$ cat src/hdl/gmd_pkg.sv
// ----------------------------------------------------------------------------
// Gearbox motor drive package
// Shared field widths, command codes, register indexes and duty constants.
// ----------------------------------------------------------------------------
package gmd_pkg;

  // Field widths of the request and result channels.
  localparam int KIND_W    = 4;
  localparam int GEAR_W    = 6;
  localparam int DUTY_W    = 8;
  localparam int COUNT_W   = 5;
  localparam int TICKS_W   = 16;
  localparam int CFG_IDX_W = 2;

  // Default module parameters.
  localparam int MAX_GEARS_DEFAULT         = 16;
  localparam int PULSE_COUNT_WIDTH_DEFAULT = 16;

  // Command codes carried in the kind field.
  typedef enum logic [KIND_W-1:0] {
    KIND_UP       = 4'd0,
    KIND_DOWN     = 4'd1,
    KIND_SHIFT_TO = 4'd2,
    KIND_NEUTRAL  = 4'd3,
    KIND_REVERSE  = 4'd4,
    KIND_THROTTLE = 4'd5,
    KIND_STOP     = 4'd6,
    KIND_BRAKE    = 4'd7,
    KIND_TICK     = 4'd8
  } kind_t;

  // Configuration register indexes.
  localparam logic [CFG_IDX_W-1:0] CFG_SEQ_MODE    = 2'd0;
  localparam logic [CFG_IDX_W-1:0] CFG_GEAR_COUNT  = 2'd1;
  localparam logic [CFG_IDX_W-1:0] CFG_BRAKE_TICKS = 2'd2;

  // Configuration reset values.
  localparam logic               SEQ_MODE_RESET    = 1'b1;
  localparam logic [COUNT_W-1:0] GEAR_COUNT_RESET  = 5'd5;
  localparam logic [TICKS_W-1:0] BRAKE_TICKS_RESET = 16'd100;

  // Duty levels on the enable line.
  localparam logic [DUTY_W-1:0] SHORT_DUTY = 8'd190;
  localparam logic [DUTY_W-1:0] LONG_DUTY  = 8'd255;
  localparam logic [DUTY_W-1:0] FULL_DUTY  = 8'd255;
  localparam logic [DUTY_W-1:0] DUTY_STEP  = 8'd10;

endpackage

$ cat src/hdl/gmd_duty.sv
// ----------------------------------------------------------------------------
// Gearbox motor drive gear duty
// Maps a gear position and the usable gear count to the throttle duty.
// ----------------------------------------------------------------------------
module gmd_duty #(
  parameter int MAX_GEARS = gmd_pkg::MAX_GEARS_DEFAULT
) (
  input  logic [$clog2(MAX_GEARS+2)-1:0] pos,
  input  logic [$clog2(MAX_GEARS+2)-1:0] cnt,
  output logic [gmd_pkg::DUTY_W-1:0]     duty
);
  import gmd_pkg::*;

  localparam int POS_W = $clog2(MAX_GEARS + 2);

  localparam logic [POS_W-1:0] POS_REVERSE = '0;
  localparam logic [POS_W-1:0] POS_NEUTRAL = POS_W'(1);

  logic [POS_W-1:0] gear_num;
  logic [POS_W-1:0] half;
  logic [POS_W-1:0] diff;

  // Short gears ramp up to 190, long gears ramp up to 255; gears beyond the
  // count (after the count was lowered) saturate at full duty.
  always_comb begin
    gear_num = pos - POS_W'(1);
    half     = cnt >> 1;
    diff     = '0;
    duty     = '0;
    if (pos == POS_REVERSE) begin
      duty = SHORT_DUTY;
    end else if (pos == POS_NEUTRAL) begin
      duty = '0;
    end else if (gear_num <= half) begin
      diff = half - gear_num;
      duty = SHORT_DUTY - DUTY_W'(diff) * DUTY_STEP;
    end else if (gear_num <= cnt) begin
      diff = cnt - gear_num;
      duty = LONG_DUTY - DUTY_W'(diff) * DUTY_STEP;
    end else begin
      duty = LONG_DUTY;
    end
  end

endmodule

$ cat src/hdl/gearbox_motor_drive.sv
// ----------------------------------------------------------------------------
// Gearbox motor drive
// Keeps the gear position and drives a motor H-bridge: one request in, one
// result out (shown gear, enable duty, both direction lines). Requests are
// taken into an input register and processed, one per clock while the
// result register is free, in a single state-update stage that writes the
// result register, so it sustains one request per cycle unless out_ready
// stalls. The input register and the result register decouple the two
// channels, so a new request is taken while a result still waits. The brake
// pulse is a tick counter that tick requests count down.
// ----------------------------------------------------------------------------
module gearbox_motor_drive #(
  parameter int MAX_GEARS         = gmd_pkg::MAX_GEARS_DEFAULT,
  parameter int PULSE_COUNT_WIDTH = gmd_pkg::PULSE_COUNT_WIDTH_DEFAULT
) (
  input  logic                                clk,
  input  logic                                rst_n,
  // Configuration write channel.
  input  logic                                cfg_valid,
  output logic                                cfg_ready,
  input  logic [gmd_pkg::CFG_IDX_W-1:0]       cfg_index,
  input  logic [gmd_pkg::TICKS_W-1:0]         cfg_data,
  // Request channel.
  input  logic                                in_valid,
  output logic                                in_ready,
  input  logic [gmd_pkg::KIND_W-1:0]          in_kind,
  input  logic signed [gmd_pkg::GEAR_W-1:0]   in_target_gear,
  // Result channel.
  output logic                                out_valid,
  input  logic                                out_ready,
  output logic signed [gmd_pkg::GEAR_W-1:0]   out_shown_gear,
  output logic [gmd_pkg::DUTY_W-1:0]          out_enable_duty,
  output logic                                out_drive_forward,
  output logic                                out_drive_backward
);
  import gmd_pkg::*;

  localparam int POS_W = $clog2(MAX_GEARS + 2);
  localparam int PCW   = PULSE_COUNT_WIDTH;

  localparam logic [POS_W-1:0] POS_REVERSE = '0;
  localparam logic [POS_W-1:0] POS_NEUTRAL = POS_W'(1);
  localparam logic [POS_W-1:0] POS_LAST    = POS_W'(MAX_GEARS + 1);
  localparam logic [PCW-1:0]   REM_ONE     = PCW'(1);
  localparam logic [32:0]      PULSE_MAX   = (33'd1 << PCW) - 33'd1;

  // Configuration registers.
  logic               seq_mode_r;
  logic [COUNT_W-1:0] gear_count_r;
  logic [TICKS_W-1:0] brake_ticks_r;

  // Input register.
  logic                     s1_valid_r;
  logic [KIND_W-1:0]        s1_kind_r;
  logic signed [GEAR_W-1:0] s1_target_r;
  logic                     s1_take;

  // Drive state.
  logic [POS_W-1:0] pos_r, pos_nxt;
  logic             accel_r, accel_nxt;
  logic             full_r, full_nxt;
  logic             fwd_r, fwd_nxt;
  logic             bwd_r, bwd_nxt;
  logic [PCW-1:0]   rem_r, rem_nxt;

  // Result register.
  logic                     out_valid_r;
  logic signed [GEAR_W-1:0] out_gear_r;
  logic [DUTY_W-1:0]        out_duty_r;
  logic                     out_fwd_r;
  logic                     out_bwd_r;

  logic [POS_W-1:0]         cnt;
  logic [PCW-1:0]           brake_load;
  logic                     target_ok;
  logic [GEAR_W-1:0]        cnt_ext;
  logic [DUTY_W-1:0]        gear_duty;
  logic [DUTY_W-1:0]        duty_nxt;

  // Configuration writes are always taken.
  assign cfg_ready = 1'b1;

  always_ff @(posedge clk) begin
    if (!rst_n) begin
      seq_mode_r    <= SEQ_MODE_RESET;
      gear_count_r  <= GEAR_COUNT_RESET;
      brake_ticks_r <= BRAKE_TICKS_RESET;
    end else if (cfg_valid) begin
      unique case (cfg_index)
        CFG_SEQ_MODE:    seq_mode_r    <= cfg_data[0];
        CFG_GEAR_COUNT:  gear_count_r  <= cfg_data[COUNT_W-1:0];
        CFG_BRAKE_TICKS: brake_ticks_r <= cfg_data;
        default: ;
      endcase
    end
  end

  // Handshake: the state stage moves whenever the result register is free.
  assign s1_take  = s1_valid_r && (!out_valid_r || out_ready);
  assign in_ready = !s1_valid_r || s1_take;

  always_ff @(posedge clk) begin
    if (!rst_n) begin
      s1_valid_r <= 1'b0;
    end else if (in_ready) begin
      s1_valid_r <= in_valid;
    end
  end

  always_ff @(posedge clk) begin
    if (in_valid && in_ready) begin
      s1_kind_r   <= in_kind;
      s1_target_r <= in_target_gear;
    end
  end

  // Usable gear count and brake pulse length, both clipped to the hardware.
  always_comb begin
    if (gear_count_r > COUNT_W'(MAX_GEARS)) begin
      cnt = POS_W'(MAX_GEARS);
    end else begin
      cnt = POS_W'(gear_count_r);
    end
    if ({17'd0, brake_ticks_r} > PULSE_MAX) begin
      brake_load = PCW'(PULSE_MAX);
    end else begin
      brake_load = PCW'(brake_ticks_r);
    end
    cnt_ext   = {{(GEAR_W-POS_W){1'b0}}, cnt};
    target_ok = !seq_mode_r && (s1_target_r >= -6'sd1) &&
                (s1_target_r <= $signed(cnt_ext));
  end

  // Command decode and next drive state.
  always_comb begin
    pos_nxt   = pos_r;
    accel_nxt = accel_r;
    full_nxt  = full_r;
    fwd_nxt   = fwd_r;
    bwd_nxt   = bwd_r;
    rem_nxt   = rem_r;
    unique case (kind_t'(s1_kind_r))
      KIND_UP: begin
        if (pos_r < cnt + POS_W'(1)) begin
          pos_nxt = pos_r + POS_W'(1);
        end
      end
      KIND_DOWN: begin
        if (pos_r != POS_REVERSE) begin
          pos_nxt = pos_r - POS_W'(1);
        end
      end
      KIND_SHIFT_TO: begin
        if (target_ok) begin
          pos_nxt = POS_W'(s1_target_r + 6'sd1);
        end
      end
      KIND_NEUTRAL: pos_nxt = POS_NEUTRAL;
      KIND_REVERSE: pos_nxt = POS_REVERSE;
      KIND_THROTTLE: begin
        accel_nxt = 1'b1;
        full_nxt  = 1'b0;
        rem_nxt   = '0;
        fwd_nxt   = (pos_r != POS_REVERSE);
        bwd_nxt   = (pos_r == POS_REVERSE);
      end
      KIND_STOP: begin
        accel_nxt = 1'b0;
        full_nxt  = 1'b0;
        if (rem_r != '0) begin
          rem_nxt = '0;
          fwd_nxt = 1'b0;
          bwd_nxt = 1'b0;
        end
      end
      KIND_BRAKE: begin
        accel_nxt = 1'b0;
        full_nxt  = 1'b1;
        rem_nxt   = brake_load;
        fwd_nxt   = (brake_load != '0) && (pos_r == POS_REVERSE);
        bwd_nxt   = (brake_load != '0) && (pos_r != POS_REVERSE);
      end
      KIND_TICK: begin
        if (rem_r != '0) begin
          rem_nxt = rem_r - REM_ONE;
          if (rem_r == REM_ONE) begin
            fwd_nxt = 1'b0;
            bwd_nxt = 1'b0;
          end
        end
      end
      default: ;
    endcase
  end

  // Throttle duty follows the gear after the request.
  gmd_duty #(
    .MAX_GEARS(MAX_GEARS)
  ) u_duty (
    .pos  (pos_nxt),
    .cnt  (cnt),
    .duty (gear_duty)
  );

  always_comb begin
    if (accel_nxt) begin
      duty_nxt = gear_duty;
    end else if (full_nxt) begin
      duty_nxt = FULL_DUTY;
    end else begin
      duty_nxt = '0;
    end
  end

  // State and control registers.
  always_ff @(posedge clk) begin
    if (!rst_n) begin
      pos_r       <= POS_NEUTRAL;
      accel_r     <= 1'b0;
      full_r      <= 1'b0;
      fwd_r       <= 1'b0;
      bwd_r       <= 1'b0;
      rem_r       <= '0;
      out_valid_r <= 1'b0;
    end else begin
      if (s1_take) begin
        pos_r   <= pos_nxt;
        accel_r <= accel_nxt;
        full_r  <= full_nxt;
        fwd_r   <= fwd_nxt;
        bwd_r   <= bwd_nxt;
        rem_r   <= rem_nxt;
      end
      if (s1_take) begin
        out_valid_r <= 1'b1;
      end else if (out_ready) begin
        out_valid_r <= 1'b0;
      end
    end
  end

  // Result payload.
  always_ff @(posedge clk) begin
    if (s1_take) begin
      out_gear_r <= $signed({{(GEAR_W-POS_W){1'b0}}, pos_nxt} - GEAR_W'(1));
      out_duty_r <= duty_nxt;
      out_fwd_r  <= fwd_nxt;
      out_bwd_r  <= bwd_nxt;
    end
  end

  assign out_valid          = out_valid_r;
  assign out_shown_gear     = out_gear_r;
  assign out_enable_duty    = out_duty_r;
  assign out_drive_forward  = out_fwd_r;
  assign out_drive_backward = out_bwd_r;

  // A running brake pulse always drives exactly one direction line.
  assert property (@(posedge clk) disable iff (!rst_n)
    (rem_r != '0) |-> (fwd_r != bwd_r))
    else $error("brake pulse active without exactly one direction line");

  // Throttle and full enable never hold together.
  assert property (@(posedge clk) disable iff (!rst_n)
    accel_r |-> !full_r)
    else $error("accelerating and enable_full both set");

  // The gear position never passes the top gear.
  assert property (@(posedge clk) disable iff (!rst_n)
    pos_r <= POS_LAST)
    else $error("gear position out of range");

  // A held request stays in the input register until processed.
  assert property (@(posedge clk) disable iff (!rst_n)
    (s1_valid_r && !s1_take) |=> s1_valid_r)
    else $error("pending request lost from input register");

endmodule
$ cat config.mk
export PLATFORM = sky130hd
export DESIGN_NAME = gearbox_motor_drive
export DESIGN_NICKNAME = d
export VERILOG_FILES = /design/src/hdl/gmd_pkg.sv /design/src/hdl/gmd_duty.sv /design/src/hdl/gearbox_motor_drive.sv
export SDC_FILE = /design/constraint.sdc
export NUM_CORES = 1
export LEC_CHECK = 0
export ABC_AREA = 0
export BUFFER_PORTS_ARGS = -buffer_cell sky130_fd_sc_hd__buf_2
export CAP_MARGIN = 25
export CORE_ASPECT_RATIO = 1.2
export CORE_UTILIZATION = 46
export CTS_CLUSTER_SIZE = 28
export DETAILED_ROUTE_END_ITERATION = 12
export GPL_TIMING_DRIVEN = 0
export PLACE_DENSITY = 0.7
export SYNTH_ARGS = -nofsm -noshare
export SYNTH_HDL_FRONTEND = slang
export SYNTH_SLANG_ARGS = --single-unit
export TNS_END_PERCENT = 20
$ cat constraint.sdc
create_clock -name clk -period 7.04 [get_ports clk]
set_clock_uncertainty 0.2 [all_clocks]
set_input_delay 1.408 -clock clk [delete_from_list [all_inputs] [get_ports clk]]
set_output_delay 1.408 -clock clk [all_outputs]
set_load 0.03 [all_outputs]
* Word level (Yosys, flattened, before mapping)
Cells that the tools add are included.
Cells by class: $lt $le $gt $ge 6, add/subtract/negate cells 11, divide/modulo/power cells 0, bitwise logic cells 0, multiply operators 2, equal/unequal tests 14, reductions and logical operators 26, mux-type cells 26, shift operators 0
Operators with widths (number):
- $pmux 16 s4 | 1
- $mux 8 | 6
- $mux 16 | 2
- $reduce_bool 16->1 | 2
- $pmux 5 s5 | 1
- $mux 5 | 4
- $eq 16x1->1 const B | 1
- $eq 4x3->1 const B | 4
- $sub 16x1->16 const B | 1
- $sub 8x8->8 const A | 2
- $mul 5x3->7 const B | 2
- $add 5x1->5 const B | 2
- $logic_not 5->1 | 2
- $sub 5x1->5 const B | 2
- $eq 4x2->1 const B | 2
- $mux 1 | 8
- $pmux 1 s4 | 2
- $ge 6x1->1 const B | 1
- $le 6x6->1 | 1
- $logic_and 1x1->1 | 6
- $reduce_and 2->1 | 3
- $sub 5x1->6 const B | 1
- $add 5x2->5 const B | 1
- $eq 5x1->1 const B | 1
- 21 further kinds | 27
Word-level totals: input bits 33, logic and storage cells 102, memories 0, memory bits (read-only) 0, bits in latches 0, register bits 75, output and inout port bits 19, memory bits (writable) 0

* Longest topological paths before layout
Gate-level depths: netlist of the first run.
depth in word-level cells 15, mapped depth 28, depth with buffers taken out 28

* Modules after synthesis
Synthesis of the first run repeated with hierarchy kept, for this count alone.
Unflattened totals: cell total of the unflattened synthesis 582, area total of the unflattened synthesis 5227.5 sq um
By module, submodules not included:
- gearbox_motor_drive | times used 1, area each 4256.6 sq um, cells an instance 461, seq. area each 1761.7 sq um
- gmd_duty | times used 1, area each 970.9 sq um, cells an instance 121, seq. area each 0.0 sq um

* Least setup slack after synthesis of the first run
OpenSTA, ideal clock, no wires.
path kind reg-to-reg, from register gear_count_r[4], to register out_duty_r[7] (netlist: out_enable_duty[7]), data pin, setup slack 1.310 ns, data arrival time 5.274 ns, period minus slack after synthesis 5.730 ns, required time 6.584 ns, cell stages (with the launch flop) 27, library setup time 0.256 ns, buffers on the path 0, cell sequence dfxtp_1 > inv_1 > nand2_1 > inv_1 > ha_1 > xnor2_1 > ha_1 > a211oi_1 > nor2_2 > o311a_1 > o32a_2 > inv_1 > ha_1 > xor2_1 > ha_1 > nor2b_1 > o21ai_0 > nand2b_1 > xor2_1 > ha_1 > ha_1 > a2111oi_0 > a21oi_1 > xor2_1 > xnor2_1 > a21oi_1 > a22o_1
Between the ends: cells in the longest elaborated chain, start to end 15, elaborated cells on any way between the ends 25, those cells by class add/sub: 6; mul: 2; order compare: 5; eq/ne: 1; mux: 9; reduce/logical: 2
RTL lines:
- from (decl) | RTL line gearbox_motor_drive.sv:49 | logic [COUNT_W-1:0] gear_count_r;
- from (signal assigned) | RTL line gearbox_motor_drive.sv:91 | CFG_GEAR_COUNT: gear_count_r <= cfg_data[COUNT_W-1:0];
- $gt 5x5->1 | RTL line gearbox_motor_drive.sv:119 | if (gear_count_r > COUNT_W'(MAX_GEARS)) begin
- $mux 5 (*) | RTL line gearbox_motor_drive.sv:119
- $add 5x1->5 or $le 6x6->1 (tied branches) | RTL line gearbox_motor_drive.sv:144, gearbox_motor_drive.sv:131
- $lt 5x5->1 or $logic_and 1x1->1 (tied branches) | RTL line gearbox_motor_drive.sv:144, gearbox_motor_drive.sv:130
- $mux 5 (on tied branches) | RTL line gearbox_motor_drive.sv:144, gearbox_motor_drive.sv:154
- $pmux 5 s5 (*) | RTL line gearbox_motor_drive.sv:142 | unique case (kind_t'(s1_kind_r))
- named net pos_nxt[0] | RTL line gearbox_motor_drive.sv:59 | logic [POS_W-1:0] pos_r, pos_nxt;
- $sub 5x1->5 (*) | RTL line gmd_duty.sv:26 | gear_num = pos - POS_W'(1);
- named net u_duty.gear_num[0] | RTL line gmd_duty.sv:19 | logic [POS_W-1:0] gear_num;
- (+1 left out)
- $mul 5x3->7 | RTL line gmd_duty.sv:39 | duty = LONG_DUTY - DUTY_W'(diff) * DUTY_STEP;
- $sub 8x8->8 | RTL line gmd_duty.sv:39
- $mux 8 | RTL line gmd_duty.sv:37 | end else if (gear_num <= cnt) begin
- $mux 8 (*) | RTL line gmd_duty.sv:34 | end else if (gear_num <= half) begin
- $mux 8 (*) | RTL line gmd_duty.sv:32 | end else if (pos == POS_NEUTRAL) begin
- $mux 8 (*) | RTL line gmd_duty.sv:30 | if (pos == POS_REVERSE) begin
- $mux 8 (*) | RTL line gearbox_motor_drive.sv:206 | if (accel_nxt) begin
- named net duty_nxt[7] | RTL line gearbox_motor_drive.sv:78 | logic [DUTY_W-1:0] duty_nxt;
- to (signal assigned) | RTL line gearbox_motor_drive.sv:246 | out_duty_r <= duty_nxt;
- to (decl) | RTL line gearbox_motor_drive.sv:69 | logic [DUTY_W-1:0] out_duty_r;
Mark *: on every way through the listed nets, which the timed path passes. The rest lies on a longest branch. A chain may end at the register's enable or synchronous reset.

* Worst setup path in the final report of the first run
Same ends and word-level chain as after synthesis.

==> results of run 1 <==
registers in the layout, summed over array words and instances, names as in the netlist:
register	cells
s1_target_r	6
fwd_r	1
full_r	1
s1_valid_r	1
brake_load	16
out_drive_backward	1
out_enable_duty	8
s1_kind_r	4
out_shown_gear	6
gear_count_r	5
bwd_r	1
pos_r	5
seq_mode_r	1
out_drive_forward	1
out_valid	1
rem_r	16
accel_r	1
critical path, cell delays in order (launching register included):
cell and delay, ps:
dfxtp_1 430, inv_1 150, nand2_2 180, inv_1 90, ha_1 230, xnor2_1 140
ha_1 280, a211oi_1 280, nor2_2 140, o311a_1 350, o32a_2 410, inv_1 190
ha_1 220, xor2_1 290, ha_1 330, nor2b_1 150, o21ai_0 140, nand2b_1 110
xor2_1 160, ha_1 330, ha_1 300, a2111oi_0 410, a21oi_1 110, xor2_1 210
xnor2_1 150, a21oi_1 90, a22o_1 170
cell usage in the layout, fill, tap and decap left out, drive strengths merged, types with 3 or more instances in the layout:
cell type / instances
nor2b: 11
nand2b: 7
and3: 8
nand3: 12
nor3b: 4
dfxtp: 49
xnor2: 12
o211ai: 6
mux2i: 6
fa: 4
nand2: 86
nand3b: 3
a21oi: 37
or4: 3
nor3: 10
nor2: 35
o21ai: 44
nand4: 4
and2: 13
xor2: 12
a22oi: 4
a21o: 6
o211a: 3
ha: 38
edfxtp: 26
a32oi: 3
inv: 34
clkbuf: 31
clkinv: 3
nor4: 12
o21a: 4
a31oi: 4
buf: 55
a221o: 3
a21boi: 18
a211oi: 9
kinds of logic after synthesis:
logic type	Yosys count
AO/OA/AOI/OAI	158
XOR/XNOR	24
multiplexers	6
other	1
adder cells (fa/ha/maj)	43
flip-flops	75
buffers and inverters	55
AND/OR/NAND/NOR	219
power breakdown:
| part | switching [W] | internal [W] | total, W |
|---|---|---|---|
| combinational | 0.000281 | 0.000206 | 0.000487 |
| clock | 0.000190 | 0.000274 | 0.000464 |
| sequential | 0.0000147 | 0.000470 | 0.000484 |
worst max path at each step:
stage                     slack, ps            endpoint  depth (start not counted)
after floorplan                1310  out_enable_duty[7]                         26
after global placement          580  out_enable_duty[7]                         25
after detailed placement        440  out_enable_duty[7]                         26
after CTS                       440  out_enable_duty[7]                         26
after global routing             70  out_enable_duty[7]                         26
final                           530  out_enable_duty[7]                         26
timing repair:
item                                   in CTS  in global routing
endpoints found under the hold margin       0                  0
hold buffers                                0                  0
setup endpoints to repair                   0                  1
buffers inserted                            0                  2
resized for setup                           0                  1
layout make-up:
| cell class | instances | area [um^2] |
|---|---|---|
| Buffer | 23 | 91.3 |
| Clock buffer | 11 | 264 |
| Clock inverter | 5 | 42.5 |
| Fill cell | 971 | 4780 |
| Inverter | 32 | 120 |
| Multi-Input combinational cell | 451 | 3060 |
| Sequential cell | 75 | 1760 |
| Tap cell | 129 | 161 |
| Timing Repair Buffer | 53 | 287 |
through the flow:
step	hold WS [ps]	power [W]
6_report	281	0.00144
5_1_grt	308	0.00152
4_1_cts	280	0.00144
3_5_place_dp	272	0.000974
3_3_place_gp	253	0.000948
2_1_floorplan	244	0.000854
cells in the mapped netlist (4+ instances only):
master / count / area, um^2
and3_1: 8 / 50.1
o211ai_1: 6 / 45.0
nor4_1: 12 / 75.1
a31oi_1: 4 / 25.0
nand3_1: 12 / 60.1
xnor2_1: 11 / 96.3
nand4_1: 4 / 25.0
o21ai_0: 36 / 180
and2_1: 12 / 75.1
nand2b_1: 7 / 43.8
o21ai_1: 8 / 40.0
nor2_1: 34 / 128
ha_1: 38 / 475
a21boi_0: 18 / 135
clkbuf_1: 20 / 75.1
edfxtp_1: 26 / 781
fa_1: 4 / 80.1
xor2_1: 10 / 87.6
a211oi_1: 9 / 67.6
inv_1: 31 / 116
a21o_1: 5 / 37.5
nor2b_1: 10 / 62.6
nor3_1: 10 / 50.1
a22oi_1: 4 / 30.0
dfxtp_1: 49 / 981
a21oi_1: 35 / 175
nand2_1: 86 / 323
mux2i_1: 6 / 60.1
metal layers:
layer  vias to the layer above  GRT usage [%]  routed length [um]  part of all wire [%]
li1                       2222              -                   -                     -
met1                      2095           26.7                5450                    43
met2                       162           40.7                6060                    48
met3                        38           3.59                 642                   5.1
met4                         0           12.3                 405                   3.2
met5                         -              0                   0                     0
==> flow_metrics.env, run 1 <==
export IMPL_status="finished, final reports clean"
export IMPL_cts_buffers=9
export IMPL_r2r_end="out_enable_duty[7]"
export IMPL_crit_arrival_ps=6400
export IMPL_final_area_um2=5780
export IMPL_synthFlopType="dfxtp_1"
export IMPL_drt_iter0_drc=301
export IMPL_routed_wl_um=12600
export IMPL_syn_area_per_cell_um2=8.65
export IMPL_hold_start="fwd_r"
export IMPL_fin_ws_ps=528
export IMPL_synth_top_family_by_area="simple AND/OR/NAND/NOR gates"
export IMPL_drc_errors=0
export IMPL_fin_crit_ps=6510
export IMPL_grt_max_degree=15
export IMPL_place_area_um2=5460
export IMPL_synth_cell_area_um2=5030
export IMPL_port_buffers=49
export IMPL_leakage_nw=2.42
export IMPL_hold_viol=0
export IMPL_cts_sinks=75
export IMPL_syn_nets=656
export IMPL_insertion_delay_ps=340
export IMPL_whs_endpoint="fwd_r"
export IMPL_ant_nets=0
export IMPL_cts_buffer_depth=2
export IMPL_vias=4517
export IMPL_grt_pass1_vias=4457
export IMPL_worst_pin_slew_ps=910
export IMPL_required_ps=6930
export IMPL_wl_per_cell_um=16.1
export IMPL_dp_cells=761
export IMPL_final_core_util_pct=54.7
export IMPL_synthCells=581
export IMPL_n_antenna_cell=0
export IMPL_powerDensity_nw_per_um2=248
export IMPL_drv_cap=0
export IMPL_hold_path_depth=2
export IMPL_synth_edf_count=26
export IMPL_boundaryPins=52
export IMPL_syn_to_final_growth_pct=15.1
export IMPL_cp_end_kind="register"
export IMPL_synth_async_reset_ratio_pct=0
export IMPL_viasPerCell=5.80
export IMPL_htree_levels=3
export IMPL_setup_viol=0
export IMPL_track_usage_pct=22.9
export IMPL_grt_pass1_wl_um=20700
export IMPL_synth_seq_area_share_pct=35.1
export IMPL_ys_ff_latch=75
export IMPL_drive_gt1_share_pct=15.2
export IMPL_cts_root_buf="clkbuf_16"
export IMPL_clk_pin_slew_ps=60
export IMPL_antenna_found_initial=0
export IMPL_fp_dieW_um=97.4
export IMPL_synth_fa_ha_area_share_pct=11.3
export IMPL_dp_hpwl_um=9670
export IMPL_die_area_um2=11300
export IMPL_yosysWarnings=0
export IMPL_layout_nets=720
export IMPL_rows=41
export IMPL_synth_compound_area_share_pct=21.4
export IMPL_pre_cts_ws_ps=445
export IMPL_hold_path_class="register to register"
export IMPL_tns_ps=0
export IMPL_crit_type="register to register"
export IMPL_cp_max_fo=8
export IMPL_irDropWorstVdd_v=0.000187
export IMPL_core_area_um2=10600
export IMPL_dieHeight_um=117
export IMPL_slew_headroom_pct=38.8
export IMPL_crit_start="gear_count_r[4]"
export IMPL_overflow=0
export IMPL_r2r_slack_ps=530
export IMPL_max_freq_mhz=154
export IMPL_ff2ff_path_depth=26
export IMPL_start_util_pct=47.6
export IMPL_slew_violations=0
export IMPL_period_share_pct=92.5
export IMPL_firstDrtPassIters=5
export IMPL_cts_tree="done"
export IMPL_gp_congestion=0.934
export IMPL_start_kind="register"
export IMPL_rsz0062_at_grt="false"
export IMPL_synth_xor_area_share_pct=4.63
export IMPL_r2r_start="gear_count_r[4]"
export IMPL_synth_area_mux_share_pct=1.19
export IMPL_synthSimpleGateAreaFrac_pct=22.1
export IMPL_netlist_cell_type_count=78
export IMPL_stdcell_count=779
(Power assumes the default switching activity.)
==> inputs of run 2 (changes only) <==
--- a/config.mk
+++ b/config.mk
@@ -16,5 +16,6 @@
 export PLACE_DENSITY = 0.7
 export SYNTH_ARGS = -nofsm -noshare
 export SYNTH_HDL_FRONTEND = slang
+export SYNTH_HIERARCHICAL = 1
 export SYNTH_SLANG_ARGS = --single-unit
 export TNS_END_PERCENT = 20
==> flow_metrics.env, run 2 <==
export IMPL_status="finished, final reports clean"
export IMPL_insertion_delay_ps=340
export IMPL_grt_pass1_vias=4315
export IMPL_overflow=0
export IMPL_drc_errors=0
export IMPL_ys_top_cells_by_count="71 x nand2_1, 49 x dfxtp_1, 38 x ha_1"
export IMPL_r2r_start="gear_count_r[4]"
export IMPL_drv_cap=0
export IMPL_cp_depth=27
export IMPL_firstDrtPassIters=5
export IMPL_rows=42
export IMPL_hold_path_class="register to register"
export IMPL_critPathBufInv=4
export IMPL_crit_start="gear_count_r[4]"
export IMPL_cp_max_fo=6
export IMPL_r2r_end="out_enable_duty[7]"
export IMPL_slowest_delay_ps=460
export IMPL_netlist_cell_type_count=82
export IMPL_worst_pin_slew_ps=831
export IMPL_fp_dieW_um=99.3
export IMPL_track_usage_pct=21.8
export IMPL_seqCellArea_um2=1760
export IMPL_syn_to_final_growth_pct=14.1
export IMPL_multiInputGateArea_um2=3220
export IMPL_crit_arrival_ps=6430
export IMPL_cpMostUsedCell="ha_1"
export IMPL_yosysTopAreaCell="dfxtp_1"
export IMPL_vias=4501
export IMPL_cp_end_kind="register"
export IMPL_yosysWarnings=6
export IMPL_die_area_um2=11800
export IMPL_grt_max_degree=21
export IMPL_antenna_found_initial=0
export IMPL_drive_gt1_share_pct=17.3
export IMPL_powerDensity_nw_per_um2=249
export IMPL_clk_pin_slew_ps=60
export IMPL_final_common_cell="nand2_1"
export IMPL_setup_viol=0
export IMPL_synth_async_reset_ratio_pct=0
export IMPL_rsz0062_at_grt="false"
export IMPL_wl_per_cell_um=15.9
export IMPL_cts_buffer_depth=2
export IMPL_dp_hpwl_um=9510
export IMPL_cts_tree="done"
export IMPL_n_antenna_cell=0
export IMPL_crit_end="out_enable_duty[7]"
export IMPL_max_freq_mhz=153
export IMPL_core_area_um2=11000
export IMPL_ant_nets=0
export IMPL_irDropWorstVdd_v=0.000129
export IMPL_synthCells=582
export IMPL_synth_top_area_share_pct=18.8
export IMPL_r2r_slack_ps=500
export IMPL_cts_buffers=9
export IMPL_layout_nets=719
export IMPL_synth_edf_count=26
export IMPL_final_cell_mix="71 x nand2_1, 56 x buf_2, 49 x dfxtp_1, 38 x ha_1, 37 x inv_1"
export IMPL_synth_seq_area_share_pct=33.7
export IMPL_cts_sinks=75
export IMPL_routed_wl_um=12400
export IMPL_slew_violations=0
export IMPL_grt_pass1_wl_um=20600
export IMPL_dieHeight_um=119
export IMPL_gp_congestion=0.877
export IMPL_start_util_pct=47.4
export IMPL_synth_area_top_cells="dfxtp_1 19%, edfxtp_1 15%, ha_1 9.1%"
export IMPL_ys_ff_latch=75
export IMPL_port_buffers=49
export IMPL_fin_crit_ps=6540
export IMPL_period_share_pct=92.8
export IMPL_boundaryPins=52
export IMPL_dp_cells=764
export IMPL_stdcell_count=781
export IMPL_hold_start="rem_r[13]"
export IMPL_ff2ff_path_depth=27
export IMPL_synthFlopType="dfxtp_1"
export IMPL_critPathSlowestCell="o31ai_2"
export IMPL_drt_iter0_drc=329
export IMPL_required_ps=6940
export IMPL_slew_headroom_pct=44.4
export IMPL_syn_area_per_cell_um2=8.98
export IMPL_hold_viol=0
export IMPL_tns_ps=0
export IMPL_syn_nets=657
export IMPL_crit_family="compound AO/OA/AOI/OAI gates"
export IMPL_htree_levels=3
export IMPL_synth_cell_area_um2=5230
export IMPL_crit_type="register to register"
export IMPL_leakage_nw=2.51
export IMPL_viasPerCell=5.76
export IMPL_cts_root_buf="clkbuf_16"
export IMPL_synth_most_common_cell="nand2_1"
export IMPL_start_kind="register"
export IMPL_fillers=1019
-- run 2: logic make-up after synthesis --
| kind of cell | after synthesis | share of synthesized area, % |
|---|---|---|
| multiplexers | 10 | 2.03 |
| flip-flops | 75 | 33.7 |
| AO/OA/AOI/OAI | 160 | 21.8 |
| AND/OR/NAND/NOR | 200 | 20.8 |
| adder cells (fa/ha/maj) | 45 | 11.2 |
| buffers and inverters | 61 | 4.91 |
| XOR/XNOR | 30 | 5.46 |
| other | 1 | 0.0717 |
-- run 2: final cells by class --
| type | instances | share of cell area [%] |
|---|---|---|
| buffer | 24 | 1.97 |
| multi-input combinational | 446 | 54.1 |
| sequential | 75 | 29.5 |
| clock inverter | 5 | 0.567 |
| tap | 132 | 2.77 |
| timing repair buffer | 51 | 4.49 |
| inverter | 37 | 2.33 |
| clock buffer | 11 | 4.26 |
-- run 2: power by group --
part	internal, W	switching, W
Sequential	0.000471	0.0000147
Clock	0.000261	0.000183
Combinational	0.000243	0.000313
-- run 2: tightest hold or removal path: stages, from the launching register on --
cell,delay (ps)
dfxtp_1,310
o21ai_1,70
a21boi_1,60
-- run 2: how the worst min path moves through the flow --
stage / depth (start not counted) / end / slack, ps
detailed placement: 2 / accel_r / 280
global route: 2 / brake_load[9] / 320
floorplan: 2 / accel_r / 250
global placement: 2 / bwd_r / 270
CTS: 2 / accel_r / 290
finish: 2 / rem_r[13] / 290
-- run 2: per-layer routing --
metal / part of all wire [%] / track usage, % / up-vias
met5: 0 / 0 / -
met4: 2.1 / 8.73 / 0
met3: 5.1 / 3.55 / 20
met2: 48 / 36.6 / 158
met1: 45 / 27.8 / 2103
li1: - / - / 2220
-- run 2: timing repair --
action	CTS	global route
endpoints found under the setup margin	0	1
gates resized for setup	0	3
buffers inserted	0	1
hold buffers	0	0
hold endpoints to repair	0	0
-- run 2: metrics by stage --
step	setup WS (ps)	cell area, um^2	util (%)	hold WS, ps	total power [W]
3_3_place_gp	418	5640	51.1	271	0.00102
3_5_place_dp	243	5650	51.2	276	0.00104
6_report	505	5960	54.0	289	0.00149
2_1_floorplan	1180	5230	-	251	0.000912
5_1_grt	35.7	5960	54.0	319	0.00159
4_1_cts	224	5940	53.8	288	0.00149
==> inputs of run 3 (changes only) <==
--- a/config.mk
+++ b/config.mk
@@ -6,10 +6,11 @@
 export NUM_CORES = 1
 export LEC_CHECK = 0
 export ABC_AREA = 0
-export BUFFER_PORTS_ARGS = -buffer_cell sky130_fd_sc_hd__buf_2
+export BUFFER_PORTS_ARGS = -buffer_cell sky130_fd_sc_hd__buf_4
 export CAP_MARGIN = 25
-export CORE_ASPECT_RATIO = 1.2
+export CORE_ASPECT_RATIO = 0.8
 export CORE_UTILIZATION = 46
+export CTS_CLUSTER_DIAMETER = 100
 export CTS_CLUSTER_SIZE = 28
 export DETAILED_ROUTE_END_ITERATION = 12
 export GPL_TIMING_DRIVEN = 0
==> flow_metrics.env, run 3 (same netlist as run 2, synthesis figures left out) <==
export IMPL_status="finished, final reports clean"
export IMPL_hold_path_class="register to register"
export IMPL_n_antenna_cell=0
export IMPL_start_kind="register"
export IMPL_grt_pass1_wl_um=20900
export IMPL_boundaryPins=52
export IMPL_core_area_um2=11000
export IMPL_p_total_w=0.00154
export IMPL_final_common_cell="nand2_1"
export IMPL_drive_gt1_share_pct=17.2
export IMPL_final_area_um2=6130
export IMPL_dp_cells=776
export IMPL_drv_cap=0
export IMPL_powerDensity_nw_per_um2=250
export IMPL_stdcell_count=794
export IMPL_rsz0062_at_grt="false"
export IMPL_layout_nets=720
export IMPL_die_area_um2=11800
export IMPL_tns_ps=0
export IMPL_worst_pin_slew_ps=803
export IMPL_slowest_delay_ps=430
export IMPL_cp_max_fo=6
export IMPL_fin_crit_ps=6590
export IMPL_crit_arrival_ps=6470
export IMPL_place_area_um2=5800
export IMPL_drc_errors=0
export IMPL_routed_wl_um=12600
export IMPL_wl_per_cell_um=15.9
export IMPL_max_freq_mhz=152
export IMPL_vias=4508
export IMPL_fillers=997
export IMPL_insertion_delay_ps=330
export IMPL_rows=34
export IMPL_irDropWorstVdd_v=0.000148
export IMPL_drt_iter0_drc=394
export IMPL_critPathSlowestCell="dfxtp_1"
export IMPL_period_share_pct=93.6
export IMPL_final_cell_mix="71 x nand2_1, 52 x buf_4, 49 x dfxtp_1, 38 x ha_1, 37 x inv_1"
export IMPL_fp_dieW_um=121
export IMPL_cts_root_buf="clkbuf_16"
export IMPL_crit_type="register to register"
export IMPL_cts_buffers=9
export IMPL_cts_buffer_depth=2
export IMPL_syn_to_final_growth_pct=17.4
export IMPL_dp_hpwl_um=9770
export IMPL_ant_nets=0
export IMPL_hold_viol=0
export IMPL_ctsHoldBuffers=0
export IMPL_slew_headroom_pct=46.4
export IMPL_grt_pass1_vias=4185
export IMPL_firstDrtPassIters=5
export IMPL_track_usage_pct=22.6
export IMPL_leakage_nw=2.56
export IMPL_required_ps=6920
export IMPL_slew_violations=0
export IMPL_setup_viol=0
export IMPL_viasPerCell=5.68
export IMPL_gp_congestion=0.886
export IMPL_port_buffers=49
export IMPL_dieHeight_um=97.4
export IMPL_clk_pin_slew_ps=60
export IMPL_start_util_pct=47.6
export IMPL_antenna_found_initial=0
export IMPL_htree_levels=3
export IMPL_cp_end_kind="register"
export IMPL_overflow=0
export IMPL_cts_sinks=75
export IMPL_cts_tree="done"
export IMPL_grt_max_degree=20
run 3: cell type report:
type / instances / area (um^2) / area share [%]
multi-input combinational: 446 / 3230 / 52.6
sequential: 75 / 1760 / 28.7
timing repair buffer: 52 / 410 / 6.69
clock buffer: 12 / 250 / 4.08
tap: 144 / 180 / 2.94
inverter: 37 / 139 / 2.26
buffer: 24 / 118 / 1.92
clock inverter: 4 / 50.0 / 0.816
run 3: final timing paths:
kind                        start                  to  slack, ps  cells after the start
setup reg to reg  gear_count_r[4]  out_enable_duty[7]        450                     30
setup / recovery  gear_count_r[4]  out_enable_duty[7]        450                     30
hold reg to reg           accel_r             accel_r        290                      2
hold / removal            accel_r             accel_r        290                      2
run 3: power by group:
group | total [W] | switching [W] | internal (W)
Clock | 0.000461 | 0.000172 | 0.000288
Sequential | 0.000487 | 0.0000159 | 0.000471
Combinational | 0.000588 | 0.000323 | 0.000265
run 3: critical path: cells and delay by family, from the launching register on:
family | cells | cell delay [ps]
compound gates | 10 | 1860
fa+ha+maj | 7 | 2100
buf+inv | 7 | 740
flops | 1 | 430
simple gates | 2 | 160
xor+xnor | 4 | 850
run 3: through the flow:
step | utilization (%) | worst slack (ps) | hold WS, ps
3_3_place_gp | 52.6 | 348 | 268
5_1_grt | 55.9 | 1.82 | 325
2_1_floorplan | - | 1180 | 251
4_1_cts | 55.6 | 178 | 287
3_5_place_dp | 52.9 | 250 | 277
6_report | 55.9 | 449 | 285
run 3: routing by layer:
metal	track usage (%)	wire length (um)	share of wire, %	vias up
met4	4.56	121	0.96	0
met3	5.34	806	6.4	11
li1	-	-	-	2218
met2	32.5	5300	42	152
met5	0	0	0	-
met1	34.2	6410	51	2127
run 3: timing repair:
action | CTS | global route
resized for setup | 0 | 3
setup endpoints to repair | 0 | 1
buffers inserted | 0 | 2
